$ cat config.mk
export PLATFORM = sky130hd
export DESIGN_NAME = ssta_merge
export DESIGN_NICKNAME = d
export VERILOG_FILES = /design/src/rtl/ssta_pkg.sv /design/src/rtl/ssta_merge.sv
export SDC_FILE = /design/constraint.sdc
export NUM_CORES = 2
export LEC_CHECK = 0
export ABC_CLOCK_PERIOD_IN_PS = 4500
export BUFFER_PORTS_ARGS = -buffer_cell sky130_fd_sc_hd__buf_2
export CAP_MARGIN = 40
export CORE_AREA = 2 2 319 321
export DETAILED_ROUTE_END_ITERATION = 8
export DIE_AREA = 0 0 321 323
export REMOVE_ABC_BUFFERS = 1
export SYNTH_ARGS = -nofsm -noshare
export SYNTH_HDL_FRONTEND = slang
export SYNTH_SLANG_ARGS = --single-unit
$ cat constraint.sdc
create_clock -name i_clk -period 4.5 [get_ports i_clk]
set_input_delay 0.225 -clock i_clk [delete_from_list [all_inputs] [get_ports i_clk]]
set_output_delay 0.225 -clock i_clk [all_outputs]
set_load 0.005 [all_outputs]
$ cat src/rtl/ssta_pkg.sv
// shared types, constants and helper functions of the symmetric tensor accumulator
// no dependencies
package ssta_pkg;

    localparam int NUM_COMP = 46;
    localparam int IDX_W    = 6;
    localparam int ACC_W    = 48;
    localparam int OUT_W    = 48;
    localparam int SUM_W    = ((ACC_W > OUT_W) ? ACC_W : OUT_W) + 1;
    localparam int EW       = 16;
    localparam int PW       = 32;
    localparam int XW       = 48;
    localparam int XL_W     = 24;
    localparam int TW       = 82;
    localparam int MW       = 80;
    localparam int DIGIT_W  = 8;
    localparam int DIV_STAGES = MW / DIGIT_W;
    localparam int SHIFT    = 33;
    localparam int DW       = MW - SHIFT + 1;
    localparam int N_LANE   = 9;
    localparam int SB_LEN   = 4 + 3 + DIV_STAGES;
    localparam logic [12:0] RECIP9 = 13'd7282;

    localparam logic signed [ACC_W-1:0] ACC_MAX = {1'b0, {(ACC_W-1){1'b1}}};
    localparam logic signed [ACC_W-1:0] ACC_MIN = {1'b1, {(ACC_W-1){1'b0}}};

    typedef enum logic [1:0] {
        ST_IDLE,
        ST_ISSUE,
        ST_DRAIN
    } t_state;

    typedef struct packed {
        logic [47:0] k_row0;
        logic [47:0] k_row1;
        logic [47:0] k_row2;
        logic [47:0] vec_a;
        logic [47:0] vec_b;
        logic        clear_sum;
    } t_in_item;

    typedef struct packed {
        logic [IDX_W-1:0]        component_index;
        logic signed [OUT_W-1:0] component_sum;
        logic                    last_component;
    } t_out_item;

    typedef struct packed {
        logic signed [PW-1:0] aa1;
        logic signed [EW-1:0] k1;
        logic signed [PW-1:0] bb1;
        logic signed [PW-1:0] aa2;
        logic signed [EW-1:0] k2;
        logic signed [PW-1:0] bb2;
    } t_lane_op;

    typedef logic [0:5][1:0] t_tuple;

    localparam t_tuple TUPLE [NUM_COMP] = '{
        12'b00_00_00_00_00_00, 12'b00_00_00_00_00_01, 12'b00_00_00_00_00_10,
        12'b00_00_00_00_01_01, 12'b00_00_00_00_01_10, 12'b00_00_00_00_10_10,
        12'b00_00_00_01_01_01, 12'b00_00_00_01_01_10, 12'b00_00_00_01_10_10,
        12'b00_00_00_10_10_10, 12'b00_00_01_00_01_01, 12'b00_00_01_00_01_10,
        12'b00_00_01_00_10_10, 12'b00_00_01_01_01_01, 12'b00_00_01_01_01_10,
        12'b00_00_01_01_10_10, 12'b00_00_01_10_10_10, 12'b00_00_10_00_01_01,
        12'b00_00_10_00_01_10, 12'b00_00_10_00_10_10, 12'b00_00_10_01_01_01,
        12'b00_00_10_01_01_10, 12'b00_00_10_01_10_10, 12'b00_00_10_10_10_10,
        12'b00_01_01_00_10_10, 12'b00_01_01_01_01_01, 12'b00_01_01_01_01_10,
        12'b00_01_01_01_10_10, 12'b00_01_01_10_10_10, 12'b00_01_10_00_10_10,
        12'b00_01_10_01_01_01, 12'b00_01_10_01_01_10, 12'b00_01_10_01_10_10,
        12'b00_01_10_10_10_10, 12'b00_10_10_01_01_01, 12'b00_10_10_01_01_10,
        12'b00_10_10_01_10_10, 12'b00_10_10_10_10_10, 12'b01_01_01_01_01_01,
        12'b01_01_01_01_01_10, 12'b01_01_01_01_10_10, 12'b01_01_01_10_10_10,
        12'b01_01_10_01_10_10, 12'b01_01_10_10_10_10, 12'b01_10_10_10_10_10,
        12'b10_10_10_10_10_10
    };

    // slot of the product of elements x and y among the six distinct pairs
    function automatic logic [2:0] pair_idx(input logic [1:0] x, input logic [1:0] y);
        logic [1:0] lo;
        logic [1:0] hi;
        logic [2:0] r;
        lo = (x < y) ? x : y;
        hi = (x < y) ? y : x;
        case ({lo, hi})
            4'b0000: r = 3'd0;
            4'b0001: r = 3'd1;
            4'b0010: r = 3'd2;
            4'b0101: r = 3'd3;
            4'b0110: r = 3'd4;
            4'b1010: r = 3'd5;
            default: r = 3'd0;
        endcase
        return r;
    endfunction

    function automatic logic signed [EW-1:0] elem(input logic [47:0] f, input int e);
        return $signed(f[EW*e +: EW]);
    endfunction

endpackage

$ cat src/rtl/ssta_merge.sv
// registered adder tree over the lane sums, then sign and halved magnitude
// depends on ssta_pkg
module ssta_merge
    import ssta_pkg::*;
(
    input  logic                 i_clk,
    input  logic                 i_en,
    input  logic signed [TW-1:0] i_sum [N_LANE],
    output logic [MW-1:0]        o_mag,
    output logic                 o_neg
);

    logic signed [TW-1:0] r_grp [3];
    logic signed [TW-1:0] r_tot;
    logic [MW-1:0]        r_mag;
    logic                 r_neg;
    logic [TW-1:0]        n_abs;

    assign n_abs = r_tot[TW-1] ? -r_tot : r_tot;

    always_ff @(posedge i_clk) begin
        if (i_en) begin
            for (int g = 0; g < 3; g++) begin
                r_grp[g] <= i_sum[3*g] + i_sum[3*g+1] + i_sum[3*g+2];
            end
            r_tot <= r_grp[0] + r_grp[1] + r_grp[2];
            r_mag <= n_abs[MW:1];
            r_neg <= r_tot[TW-1];
        end
    end

    assign o_mag = r_mag;
    assign o_neg = r_neg;

endmodule

=== Yosys cells after proc, flatten, opt, wreduce, memory -nomap -nowiden ===
Memory sizes are Yosys's and may differ from the RTL's.
Index checks and enable logic that the tools add are counted.

* Memories kept: 1
* RAM bits: 246
* Word-level logic and storage cells: 16
* Register bits: 163
* Output and inout bits: 81

* Add/sub/neg operators: 9
* Mux-type cells: 3

{| class="wikitable"
|+ Memories
! name !! words !! bits a word !! rd ports !! clocked after memory_dff !! write ports !! line !! RTL
|-
| r_grp || 3 || 82 || 3 || 0 || 3 || ssta_merge.sv:13 || <nowiki>logic signed [TW-1:0] r_grp [3];</nowiki>
|}

{| class="wikitable"
|+ Operator list
! operator !! number
|-
| $add A82 B82 Y82 || 8
|-
| $mux W81 || 1
|-
| $neg A81 Y81 || 1
|-
| $mux W1 || 2
|}

=== Longest topological paths before layout ===
An unclocked memory read counts as a cell.

* Depth in word-level cells: 3
* Gate-level depth with buffers: 15

=== Least setup slack after synthesis ===
OpenSTA, ideal clock, no wires.

* Kind: input port to flip-flop
* From: in i_sum[247] in the netlist's numbering
* To: mem r_grp[1][59], in the netlist r_grp[0][141], data pin
* Arrival time: 3.621 ns
* Required time: 4.231 ns
* Setup time: 0.269 ns
* Setup slack: 0.611 ns
* Stages on the path: 13
* Cells stage by stage: fa_1 > ha_1 > fa_1 > a211oi_1 > o21ai_0 > o211a_1 > o31ai_1 > o21ai_0 > a21boi_0 > o41ai_1 > a21boi_0 > o31ai_1 > xor2_1

{| class="wikitable"
|+ RTL lines
! what !! line !! RTL
|-
| start, declared || ssta_merge.sv:8 || <nowiki>input logic signed [TW-1:0] i_sum [N_LANE],</nowiki>
|-
| end, declared || ssta_merge.sv:13 ||
|}

==> results.md <==
- Largest net degree at the start of global routing: 102
- Maximum vdd ir drop: 0.418 mV
- Final design instance area without fill: approximately 47,000 um2
- Cells after Synth: 3,936
- Dpl cell area: 45,800 um2
- Slowest cell on crit path: fa_1
- Register-to-register setup slack: 0.23 ns
- Start-to-end type of the worst setup path: flip-flop to flip-flop
- Required time reported for the critical path endpoint: 4.83 ns
- Core box area: about 100,000 um2
- Count of boundary I/O pins: just over 800
- Clock Latency Late Sink: 0.59 ns
- Class of the most critical hold timing path: input port to flip-flop
- Final hold violation count: 0
- Cells taking the most area after synthesis: edfxtp_1 31%, fa_1 16%, ha_1 10%
- Starting utilization of the core area: 39.6%
- Leak Pwr: 0.0197 uW
- Result of the run: completed
- Core Rows: between 100 and 150
- Setup_tns: 0 ns
- Worst hold path startpoint: i_sum[657]
- Post-synth top area cell: edfxtp_1
- TritonCTS Buffers: 46
- Routed length per instance: 24.0 um
- Number of antenna violations at the first check in global routing: 7
- Headroom to the max-slew limit: 45.5%
- Minimum clock period: 4.27 ns
- Wirelength, routed: ~150 mm
- Kind of end point of the critical path: flip-flop
- Die Span Y: 323 um
- Total iterations of the first detailed-routing run: 5
- Crit-path leading delay family: compound AO/OA/AOI/OAI gates
- Worst Path Arrival: 4.60 ns
- Netlist area before placement: between 30,000 and 40,000 um2
- Distinct cells, synth: 72
- CTS sink count: 409
- Warning count from the yosys run: 0
- Hold-critical path endpoint: r_grp[0][1]
- Transition at the pin with the smallest max-transition slack: 0.812 ns
- Fraction of synthesis flops using an asynchronous set or reset pin: 0%
- Type of origin of the critical path: flip-flop
- Number of port buffers: 820
- Overall track demand over capacity in global routing: 27.3%
- Reg-to-reg critical path endpoint: r_tot[78]
- GRT Residual Overflow: 0
- Count of flip-flops with a built-in enable after synthesis: 409
- Most used DFF post-synth: edfxtp_1
- Htree depth: 2
- Final critical-path share of the clock period: 94.9%
- Fin Clk Skew: ~0.034 ns
- Buffers and inverters on the worst path: 1
- First-pass GRT wire length: 212 mm
- Signed area change from the synthesized netlist to the final layout: 18.8%
- Post-detailed-route count of antenna-violating nets: 0
- Via count: 34,400
- Global placer's final weighted congestion: 0.987
- Post-synth top area share: 30.8%
- Layout cell share with drive strength beyond 1: 21.6%
- Max Fclk: roughly 0.23 GHz
- Die width: 321 um
- Total of flip-flops plus latches after synthesis: 409
- Vias in the first global route: between 30,000 and 40,000
- Maximum buffer depth of the clock tree: 3
- Die area: 104,000 um2
- Clock transition time at the flip-flop clock pins of the worst setup and hold paths: 0.06 ns
- Fill cell total of the finished layout: 9,686
- Max Cap Viol: 0
- Areal power density over the cells: 693 nW/um2
- Highest net fanout along the worst path: 6
- Slew Viols, Final: 0
- CTS tree: done
- Worst Hold Depth: 3
- Number of cells traversed by the worst register-to-register path: 13
- Post-Synthesis Mean Instance Area: 10.1 um2
- DRT iter0 DRCs: 3,197
- Ordered cell list for the critical path: fa_1 > ha_1 > o21ai_0 > o21ai_0 > o211ai_1 > o211ai_1 > nand3_1 > and3b_1 > o41ai_1 > buf_4 > a41oi_1 > o31ai_1 > xnor2_1
- Number of DRC violations after detailed routing: 0
- Nets: 6,135
- Maximum cell stage delay along the critical path: around 0.50 ns
- Startpoint of the worst register-to-register path: r_grp[0][8]
- Routed vias/inst: 5.65
- Detailed-placement wirelength estimate: 127 mm
- Unrepaired setup endpoints after global routing: no
- Count of final setup violators: 0
- Library cell used as clock root buffer: clkbuf_16
- Fraction of the yosys area taken by sequential cells: 30.8%
[cells in the mapped netlist (61+ instances only)]
library cell and count:
a21o_1 145, a21oi_1 411, clkbuf_1 160, edfxtp_1 409, fa_1 328, ha_1 321
inv_1 136, nand2_1 313, nand3_1 61, nand4_1 115, nor2_1 207, nor3_1 77
o21ai_0 239, o21bai_1 80, xnor2_1 271, xor2_1 125
[logic make-up (layout without fill, tap and decap cells)]
| kind of cell | Yosys count | in the layout | synth area share, % |
|---|---|---|---|
| muxes | 4 | 4 | 0.100 |
| DFF | 409 | 409 | 30.8 |
| and+or+nand+nor | 973 | 973 | 11.9 |
| adders and majority gates | 649 | 649 | 26.6 |
| other | 0 | 1 | 0 |
| xor gates and xnor gates | 396 | 396 | 8.70 |
| AOI/OAI and AO/OA | 1206 | 1206 | 19.1 |
| buffers and inverters | 299 | 1145 | 2.84 |
[state kept, by name, summed over array words and instances, names as in the netlist]
register	cells
o_neg	1
r_grp	246
r_tot	82
o_mag	80
[what timing repair did]
item / CTS / global route
buffers inserted: 0 / 0
endpoints found under the setup margin: 0 / 8
hold buffers: 0 / 0
gates resized for setup: 0 / 7
[power by group]
part	internal, uW	total, uW	switching [uW]
clock network	2210	3800	1600
logic	8340	20700	12400
registers	7040	8300	1260
total	17600	32800	15200
[layout by cell type, fill, tap and decap left out, types with 80 or more instances in the layout]
| master | Yosys | final |
|---|---|---|
| a21o_1 | 145 | 145 |
| a21oi_1 | 411 | 411 |
| buf_2 | 1 | 819 |
| buf_4 | 0 | 102 |
| edfxtp_1 | 409 | 409 |
| fa_1 | 328 | 328 |
| ha_1 | 321 | 321 |
| inv_1 | 136 | 136 |
| nand2_1 | 313 | 313 |
| nand4_1 | 115 | 115 |
| nor2_1 | 207 | 207 |
| o21ai_0 | 239 | 238 |
| o21bai_1 | 80 | 80 |
| xnor2_1 | 271 | 271 |
| xor2_1 | 125 | 125 |
[cell type report]
| cell class | count | area [um2] | area share (%) |
|---|---|---|---|
| diodes | 1 | 2.50 | 0.00529 |
| clock buffers | 55 | 1210 | 2.55 |
| clock inverters | 29 | 289 | 0.611 |
| inverters | 136 | 510 | 1.08 |
| multi-input cells | 3228 | 26500 | 55.9 |
| flip-flops and latches | 409 | 12300 | 25.9 |
| well taps | 1309 | 1640 | 3.46 |
| repair buffers | 925 | 4940 | 10.4 |
[worst reg2reg max path, cell delays in order (launching register included)]
cell and delay (ns):
edfxtp_1 0.47, fa_1 0.50, ha_1 0.40, o21ai_0 0.11, o21ai_0 0.16, o211ai_1 0.13, o211ai_1 0.46, nand3_1 0.13
and3b_1 0.28, o41ai_1 0.48, buf_4 0.21, a41oi_1 0.22, o31ai_1 0.37, xnor2_1 0.11
[worst max-delay path by stage]
stage	endpoint	cells after the start	startpoint	slack, ns
after CTS	r_tot[75]	12	r_grp[0][133]	0.03
after detailed placement	r_grp[0][81]	19	i_sum[493]	-0.12
final	r_tot[78]	13	r_grp[0][8]	0.23
after global placement	r_grp[0][81]	19	i_sum[493]	-0.09
after floorplan	r_grp[0][141]	13	i_sum[247]	0.61
after global routing	r_tot[81]	14	r_grp[0][1]	0.0009
[metal layers]
metal,vias to the layer above,wire length (um),GRT usage [%]
li1,16200,-,-
met1,16800,67900,40.8
met2,1338,65100,42.6
met3,140,9670,2.99
met4,0,3280,6.13
met5,-,0,0
[stage by stage]
step,cells,hold slack (ns),total power (uW),setup WS (ns),utilization (%)
5_1_grt,6091,0.131,35300,0.000939,47.0
3_5_place_dp,6007,0.554,28600,-0.121,45.5
3_3_place_gp,6007,0.549,28600,-0.0941,45.5
2_1_floorplan,3773,0.337,21300,0.611,-
4_1_cts,6091,0.115,32600,0.0318,47.0
6_report,6092,0.138,32800,0.230,47.0
(Power assumes the default switching activity.)
