<file path="config.mk">
export PLATFORM = sky130hd
export DESIGN_NAME = ssta_div9
export DESIGN_NICKNAME = d
export VERILOG_FILES = /design/src/rtl/ssta_pkg.sv /design/src/rtl/ssta_div9.sv
export SDC_FILE = /design/constraint.sdc
export NUM_CORES = 2
export LEC_CHECK = 0
export ABC_AREA = 1
export ABC_CLOCK_PERIOD_IN_PS = 16900
export BUFFER_PORTS_ARGS = -buffer_cell sky130_fd_sc_hd__buf_2
export CAP_MARGIN = 20
export CORE_MARGIN = 2
export CORE_UTILIZATION = 33
export CTS_BUF_LIST = sky130_fd_sc_hd__clkbuf_8
export DETAILED_ROUTE_END_ITERATION = 10
export GPL_TIMING_DRIVEN = 0
export MAX_ROUTING_LAYER = met4
export SLEW_MARGIN = 40
export SYNTH_ARGS = -nofsm -noshare
export SYNTH_HDL_FRONTEND = slang
export SYNTH_SLANG_ARGS = --single-unit
export TNS_END_PERCENT = 1
</file>
<file path="constraint.sdc">
create_clock -name i_clk -period 16.9 [get_ports i_clk]
set_input_delay 1.69 -clock i_clk [delete_from_list [all_inputs] [get_ports i_clk]]
set_output_delay 1.69 -clock i_clk [all_outputs]
set_load 0.02 [all_outputs]
</file>
<file path="src/rtl/ssta_pkg.sv">
// shared types, constants and helper functions of the symmetric tensor accumulator
// no dependencies
package ssta_pkg;

    localparam int NUM_COMP = 46;
    localparam int IDX_W    = 6;
    localparam int ACC_W    = 48;
    localparam int OUT_W    = 48;
    localparam int SUM_W    = ((ACC_W > OUT_W) ? ACC_W : OUT_W) + 1;
    localparam int EW       = 16;
    localparam int PW       = 32;
    localparam int XW       = 48;
    localparam int XL_W     = 24;
    localparam int TW       = 82;
    localparam int MW       = 80;
    localparam int DIGIT_W  = 8;
    localparam int DIV_STAGES = MW / DIGIT_W;
    localparam int SHIFT    = 33;
    localparam int DW       = MW - SHIFT + 1;
    localparam int N_LANE   = 9;
    localparam int SB_LEN   = 4 + 3 + DIV_STAGES;
    localparam logic [12:0] RECIP9 = 13'd7282;

    localparam logic signed [ACC_W-1:0] ACC_MAX = {1'b0, {(ACC_W-1){1'b1}}};
    localparam logic signed [ACC_W-1:0] ACC_MIN = {1'b1, {(ACC_W-1){1'b0}}};

    typedef enum logic [1:0] {
        ST_IDLE,
        ST_ISSUE,
        ST_DRAIN
    } t_state;

    typedef struct packed {
        logic [47:0] k_row0;
        logic [47:0] k_row1;
        logic [47:0] k_row2;
        logic [47:0] vec_a;
        logic [47:0] vec_b;
        logic        clear_sum;
    } t_in_item;

    typedef struct packed {
        logic [IDX_W-1:0]        component_index;
        logic signed [OUT_W-1:0] component_sum;
        logic                    last_component;
    } t_out_item;

    typedef struct packed {
        logic signed [PW-1:0] aa1;
        logic signed [EW-1:0] k1;
        logic signed [PW-1:0] bb1;
        logic signed [PW-1:0] aa2;
        logic signed [EW-1:0] k2;
        logic signed [PW-1:0] bb2;
    } t_lane_op;

    typedef logic [0:5][1:0] t_tuple;

    localparam t_tuple TUPLE [NUM_COMP] = '{
        12'b00_00_00_00_00_00, 12'b00_00_00_00_00_01, 12'b00_00_00_00_00_10,
        12'b00_00_00_00_01_01, 12'b00_00_00_00_01_10, 12'b00_00_00_00_10_10,
        12'b00_00_00_01_01_01, 12'b00_00_00_01_01_10, 12'b00_00_00_01_10_10,
        12'b00_00_00_10_10_10, 12'b00_00_01_00_01_01, 12'b00_00_01_00_01_10,
        12'b00_00_01_00_10_10, 12'b00_00_01_01_01_01, 12'b00_00_01_01_01_10,
        12'b00_00_01_01_10_10, 12'b00_00_01_10_10_10, 12'b00_00_10_00_01_01,
        12'b00_00_10_00_01_10, 12'b00_00_10_00_10_10, 12'b00_00_10_01_01_01,
        12'b00_00_10_01_01_10, 12'b00_00_10_01_10_10, 12'b00_00_10_10_10_10,
        12'b00_01_01_00_10_10, 12'b00_01_01_01_01_01, 12'b00_01_01_01_01_10,
        12'b00_01_01_01_10_10, 12'b00_01_01_10_10_10, 12'b00_01_10_00_10_10,
        12'b00_01_10_01_01_01, 12'b00_01_10_01_01_10, 12'b00_01_10_01_10_10,
        12'b00_01_10_10_10_10, 12'b00_10_10_01_01_01, 12'b00_10_10_01_01_10,
        12'b00_10_10_01_10_10, 12'b00_10_10_10_10_10, 12'b01_01_01_01_01_01,
        12'b01_01_01_01_01_10, 12'b01_01_01_01_10_10, 12'b01_01_01_10_10_10,
        12'b01_01_10_01_10_10, 12'b01_01_10_10_10_10, 12'b01_10_10_10_10_10,
        12'b10_10_10_10_10_10
    };

    // slot of the product of elements x and y among the six distinct pairs
    function automatic logic [2:0] pair_idx(input logic [1:0] x, input logic [1:0] y);
        logic [1:0] lo;
        logic [1:0] hi;
        logic [2:0] r;
        lo = (x < y) ? x : y;
        hi = (x < y) ? y : x;
        case ({lo, hi})
            4'b0000: r = 3'd0;
            4'b0001: r = 3'd1;
            4'b0010: r = 3'd2;
            4'b0101: r = 3'd3;
            4'b0110: r = 3'd4;
            4'b1010: r = 3'd5;
            default: r = 3'd0;
        endcase
        return r;
    endfunction

    function automatic logic signed [EW-1:0] elem(input logic [47:0] f, input int e);
        return $signed(f[EW*e +: EW]);
    endfunction

endpackage

</file>
<file path="src/rtl/ssta_div9.sv">
// pipelined division by nine, one byte of the dividend per stage
// depends on ssta_pkg
module ssta_div9
    import ssta_pkg::*;
(
    input  logic          i_clk,
    input  logic          i_en,
    input  logic [MW-1:0] i_mag,
    input  logic          i_neg,
    output logic [MW-1:0] o_quo,
    output logic          o_neg
);

    logic [MW-1:0] w_m   [DIV_STAGES+1];
    logic [MW-1:0] w_q   [DIV_STAGES+1];
    logic [3:0]    w_rem [DIV_STAGES+1];
    logic          w_neg [DIV_STAGES+1];

    assign w_m[0]   = i_mag;
    assign w_q[0]   = '0;
    assign w_rem[0] = '0;
    assign w_neg[0] = i_neg;

    for (genvar gs = 0; gs < DIV_STAGES; gs++) begin : g_stage
        logic [11:0]          n_cur;
        logic [24:0]          n_prod;
        logic [DIGIT_W-1:0]   n_qd;
        logic [11:0]          n_rem;
        logic [MW-1:0]        r_m, r_q;
        logic [3:0]           r_rem;
        logic                 r_neg;

        assign n_cur  = {w_rem[gs], w_m[gs][MW-1 -: DIGIT_W]};
        assign n_prod = 25'(n_cur) * 25'(RECIP9);
        assign n_qd   = n_prod[23:16];
        assign n_rem  = n_cur - 12'(n_qd) * 12'd9;

        always_ff @(posedge i_clk) begin
            if (i_en) begin
                r_m   <= w_m[gs] << DIGIT_W;
                r_q   <= {w_q[gs][MW-DIGIT_W-1:0], n_qd};
                r_rem <= n_rem[3:0];
                r_neg <= w_neg[gs];
            end
        end

        assign w_m[gs+1]   = r_m;
        assign w_q[gs+1]   = r_q;
        assign w_rem[gs+1] = r_rem;
        assign w_neg[gs+1] = r_neg;
    end

    assign o_quo = w_q[DIV_STAGES];
    assign o_neg = w_neg[DIV_STAGES];

endmodule

</file>
; Word level (Yosys, flattened, before mapping)
; Cells that the tools add are included.
; Widths: inputs -> output; s select.
[totals]
register_bits = 846
out_inout_bits = 81
elab_cells = 66
[op_classes]
addsub = 9
multipliers = 19
[ops]
columns = cell, count
row1 = $mul 12x12->23 const B, 9
row2 = $mul 8x4->4 const B, 8
row3 = $sub 4x4->4, 9
row4 = $mul 8x12->20 const B, 1
row5 = $mul 5x4->4 const B, 1

; Depth between registers and ports, before layout
[depth]
depth_word = 3
mapped_depth = 34
mapped_depth_nobuf = 34

; Worst setup path after synthesis
; Ideal clock, no wire load.
[synth_path]
path_type = in2reg
from = in i_mag[77]
to = reg g_stage[0].r_rem[3] (data pin)
setup_ns = 0.252
arrival_ns = 6.134
path_slack_ns = 10.514
cell_stages = 29
path_cell_list = fa_1 -> fa_1 -> inv_1 -> fa_1 -> fa_1 -> inv_1 -> ha_1 -> nand2_1 -> inv_2 -> nand3_1 -> inv_1 -> nand2_1 -> nand3_1 -> nand2_1 -> nand2_2 -> ha_1 -> xor2_1 -> xor2_1 -> inv_1 -> ha_1 -> or2_2 -> nand3_1 -> nand2_1 -> xor2_1 -> inv_1 -> nand2_1 -> nand2_1 -> nand2_1 -> nand2_1
[synth_via]
elab_chain_len = 3
[synth_lines]
columns = element, line_no
row1 = start: declaration, ssta_div9.sv:8  ; input logic [MW-1:0] i_mag,
row2 = $mul 8x12->20, ssta_div9.sv:34  ; assign n_prod = 25'(n_cur) * 25'(RECIP9);
row3 = net g_stage[0].n_prod[16], ssta_div9.sv:26  ; logic [24:0] n_prod;
row4 = $mul 5x4->4, ssta_div9.sv:36  ; assign n_rem = n_cur - 12'(n_qd) * 12'd9;
row5 = $sub 4x4->4, ssta_div9.sv:36
row6 = net g_stage[0].n_rem[3], ssta_div9.sv:28  ; logic [11:0] n_rem;
row7 = end signal: assignment, ssta_div9.sv:42  ; r_rem <= n_rem[3:0];
row8 = end: declaration, ssta_div9.sv:30  ; logic [3:0] r_rem;
; The timed path passes the listed nets, and every way through them passes these cells.
; A chain may end at the register's enable or synchronous reset.

; Worst setup path in the final report
[layout_path]
from = reg g_stage[6].r_m[74]
to = reg g_stage[7].r_rem[3] (data pin)
[layout_via]
elab_chain_len = 3
[layout_lines]
columns = element, line_no
row1 = start: declaration, ssta_div9.sv:29  ; logic [MW-1:0] r_m, r_q;
row2 = start signal: assignment, ssta_div9.sv:40  ; r_m <= w_m[gs] << DIGIT_W;
row3 = $mul 12x12->23, ssta_div9.sv:34
row4 = net g_stage[7].n_prod[16], ssta_div9.sv:26
row5 = $mul 8x4->4, ssta_div9.sv:36
row6 = $sub 4x4->4, ssta_div9.sv:36
row7 = net g_stage[7].n_rem[3], ssta_div9.sv:28
row8 = end signal: assignment, ssta_div9.sv:42
row9 = end: declaration, ssta_div9.sv:30
; The timed path passes the listed nets, and every way through them passes these cells.

==> parameters.txt <==
Parameter                              Value

Run status
  Outcome ... complete, no violations

Worst setup path
  Worst reg2reg path startpoint ... g_stage[6].r_m[74]
  Crit-path most repeated cell ... sky130_fd_sc_hd__nand2_1
  Data required time of the critical path ... 17.49 ns
  Cell depth of the worst flop-to-flop path ... 30
  Largest fanout on the critical path ... 7
  Startpoint class of the critical path ... register
  Arrival @ worst endpoint ... 7.20 ns
  Kind of critical path ... register to register
  Capturing point of the worst reg2reg path ... g_stage[7].r_rem[3]
  Crit path capture ... g_stage[7].r_rem[3]
  Delay of the slowest critical-path stage ... 0.63 ns
  Critical Path Sink Type ... register
  Reg2Reg Setup Slack ... 10.30 ns
  Cell with the biggest individual delay on the critical path ... sky130_fd_sc_hd__edfxtp_1
  CP startpoint ... g_stage[6].r_m[74]

Clock tree
  Skew-Pair Late Insertion Delay ... 0.89 ns
  CTS buffer count ... 147
  Clock transition at the registers of the reported paths ... 0.07 ns
  Gates resized, CTS repair ... 0
  Maximum number of buffers from clock root to sink ... 3
  Cell chosen for the clock root ... sky130_fd_sc_hd__clkbuf_8
  CTS tree ... built
  Number of buffers inserted for hold repair after clock tree synthesis ... 0
  Clock sink count ... 816
  H-tree level count ... 4
  Setup bufs post-CTS ... 0

Place
  Routability Congestion ... 0.867
  HPWL after detailed placement ... 64400 um
  PortBufs ... 160

Hold path
  HP Class ... register to register

Timing
  Tightest hold margin ... 0.381 ns
  Total Negative Setup Slacks ... 0 ns
  Post-route minimum period ... 6.60 ns
  Rel. slew slack ... 61.4%
  Hold Vio Cnt, Final ... 0
  Number of endpoints failing setup at the final stage ... 0
  Clock Skews ... 0.0414 ns
  Unrepaired setup endpoints after global routing ... false
  Fmax ... 151 MHz
  Slew at the pin closest to its max-slew limit ... 0.579 ns
  Final cycle utilization of the critical path ... 39.1%
  Number of slew-limit violations in the final report ... 0

Routing
  Overall routed net length ... 84400 um
  Per-cell routed wire length ... 13.5 um
  TritonRoute pass-1 iters ... 4
  DRC Markers ... 0
  Vias per cell ... 4.30
  1st-iter DRT viols ... 1125
  Number of vias after detailed routing ... 26900
  Final ANT Viol Nets ... 0

Synthesis
  Cell count after synthesis ... 3901
  Ranking of synthesized cells by area ... sky130_fd_sc_hd__edfxtp_1 51%, sky130_fd_sc_hd__ha_1 17%, sky130_fd_sc_hd__fa_1 13%
  Yosys warnings ... 0
  Mean cell area of the mapped netlist ... 12.4 um2
  Post-synth ARST share ... 0%
  Count of flip-flops with a built-in enable after synthesis ... 816
  Unique cell type count in the Yosys netlist ... 42
  Most used standard cell by instance count after synthesis ... sky130_fd_sc_hd__inv_1
  Synthesized area ... 48400 um2
  Top cells by instance count after synthesis ... 867 x sky130_fd_sc_hd__inv_1, 816 x sky130_fd_sc_hd__edfxtp_1, 667 x sky130_fd_sc_hd__ha_1
  Prevailing post-synth register cell ... sky130_fd_sc_hd__edfxtp_1
  Synth top area share ... 50.7%
  Library cell occupying the most area in the post-synthesis netlist ... sky130_fd_sc_hd__edfxtp_1
  Total of flip-flops plus latches after synthesis ... 816
  Part of the Yosys area used for sequential elements ... 50.7%

Floorplan
  Y dimension of the die ... 387 um
  Area inside the core boundary ... 146000 um2
  Num ports ... 164
  Site row count ... 140
  Initial Utilization ... 33.2%
  Die Outline Area ... 150000 um2
  Chip Width ... 387 um

Cells and area
  Area Overhead vs Synth ... 12.9%
  Final net count ... 5276
  Fraction of the core area covered by cells at the end of the flow ... 37.5%
  Proportion of layout cells with a drive suffix above 1 ... 9.75%

GRT
  Global-route wire length before repair ... 141000 um
  Residual overflow from global routing ... 0
  Vias in the first global route ... 28400
  Maximum number of pins on one net before global-route repair ... 107
  Initial antenna violation count ... 8
  Total GRT Usage ... 12.0%

Flow run
  Count of maximum capacitance violations ... 0
[per-stage QoR]
step | std cells | cell area, um2 | worst slack, ns
after floorplan | 3903 | 48400 | 10.51
after global placement | 5980 | 51600 | 1.09
after detailed placement | 5988 | 51800 | 9.81
after CTS | 6247 | 54600 | 10.23
after global routing | 6253 | 54600 | 9.85
final | 6256 | 54600 | 10.30
[metal layers]
layer / global-route usage [%] / up-vias / routed length, um
li1: - / 13600 / -
met1: 14.8 / 12700 / 38800
met2: 19.3 / 403 / 40000
met3: 2.85 / 158 / 3310
met4: 4.28 / 0 / 2280
met5: - / - / 0
[placed cells by master, fill, tap and decap left out, types with 5 or more instances in the layout]
cell / synthesis / routed
sky130_fd_sc_hd__o211ai_1: 5 / 5
sky130_fd_sc_hd__a21oi_1: 144 / 144
sky130_fd_sc_hd__nand2_2: 20 / 20
sky130_fd_sc_hd__buf_16: 0 / 8
sky130_fd_sc_hd__a211oi_1: 6 / 6
sky130_fd_sc_hd__diode_2: 0 / 9
sky130_fd_sc_hd__nand3b_1: 8 / 8
sky130_fd_sc_hd__buf_2: 1 / 160
sky130_fd_sc_hd__clkinv_8: 0 / 6
sky130_fd_sc_hd__nand4_1: 23 / 23
sky130_fd_sc_hd__fa_1: 306 / 306
sky130_fd_sc_hd__clkinv_1: 0 / 28
sky130_fd_sc_hd__nand2_1: 535 / 535
sky130_fd_sc_hd__inv_2: 17 / 17
sky130_fd_sc_hd__nor2_1: 107 / 107
sky130_fd_sc_hd__o21ai_1: 6 / 6
sky130_fd_sc_hd__xor2_1: 74 / 74
sky130_fd_sc_hd__xnor2_1: 39 / 39
sky130_fd_sc_hd__a21o_1: 13 / 13
sky130_fd_sc_hd__ha_1: 667 / 667
sky130_fd_sc_hd__o21bai_1: 20 / 20
sky130_fd_sc_hd__edfxtp_1: 816 / 816
sky130_fd_sc_hd__nor3_1: 26 / 26
sky130_fd_sc_hd__clkbuf_8: 0 / 147
sky130_fd_sc_hd__nand3_1: 111 / 111
sky130_fd_sc_hd__o21ai_0: 44 / 44
sky130_fd_sc_hd__clkinv_2: 0 / 17
sky130_fd_sc_hd__inv_1: 867 / 908
[cell families (layout without fill, tap and decap cells)]
kind of cell / count (synthesis) / count (layout) / synth area share, %
buf+inv: 888 / 1315 / 6.92
simple gates: 852 / 852 / 7.42
flops: 816 / 816 / 50.7
xor+xnor: 113 / 113 / 2.05
compound gates: 258 / 258 / 3.02
other cells: 1 / 12 / 0.00775
fa+ha+maj: 973 / 973 / 29.9
[cell type report]
type	instances	area, um2
Fill cell	14000	91000
Sequential cell	816	24500
Multi-Input combinational cell	2199	20500
Inverter	884	3320
Tap cell	1917	2400
Clock buffer	147	2020
Timing Repair Buffer	168	1040
Clock inverter	112	743
Buffer	4	27.5
Antenna cell	9	22.5
[sequential cells by signal, summed over array words and instances, names as in the netlist]
name / flops
g_stage.r_neg: 9
g_stage.r_rem: 36
g_stage.r_m: 360
o_quo: 77
g_stage.r_q: 333
o_neg: 1
[critical path: cells and delay by family, from the launching register on]
family,cells,cell delay (ns)
buffers and inverters,6,0.50
DFF,1,0.63
and+or+nand+nor,10,1.00
adders and majority gates,8,3.09
xor gates and xnor gates,3,0.55
AOI/OAI and AO/OA,3,0.55
[how the worst min path moves through the flow]
stage	from	to	depth (start not counted)
after floorplan	g_stage[0].r_m[8]	g_stage[1].r_m[16]	0
after global placement	g_stage[7].r_neg	g_stage[8].r_neg	0
after detailed placement	g_stage[0].r_m[9]	g_stage[1].r_m[17]	0
after CTS	g_stage[6].r_m[68]	g_stage[7].r_m[76]	0
after global routing	g_stage[6].r_m[68]	g_stage[7].r_m[76]	0
final	g_stage[2].r_m[68]	g_stage[3].r_m[76]	0
Power is not shown: default switching activity piles up to over one toggle a cycle in this logic, so the estimate is an artifact.
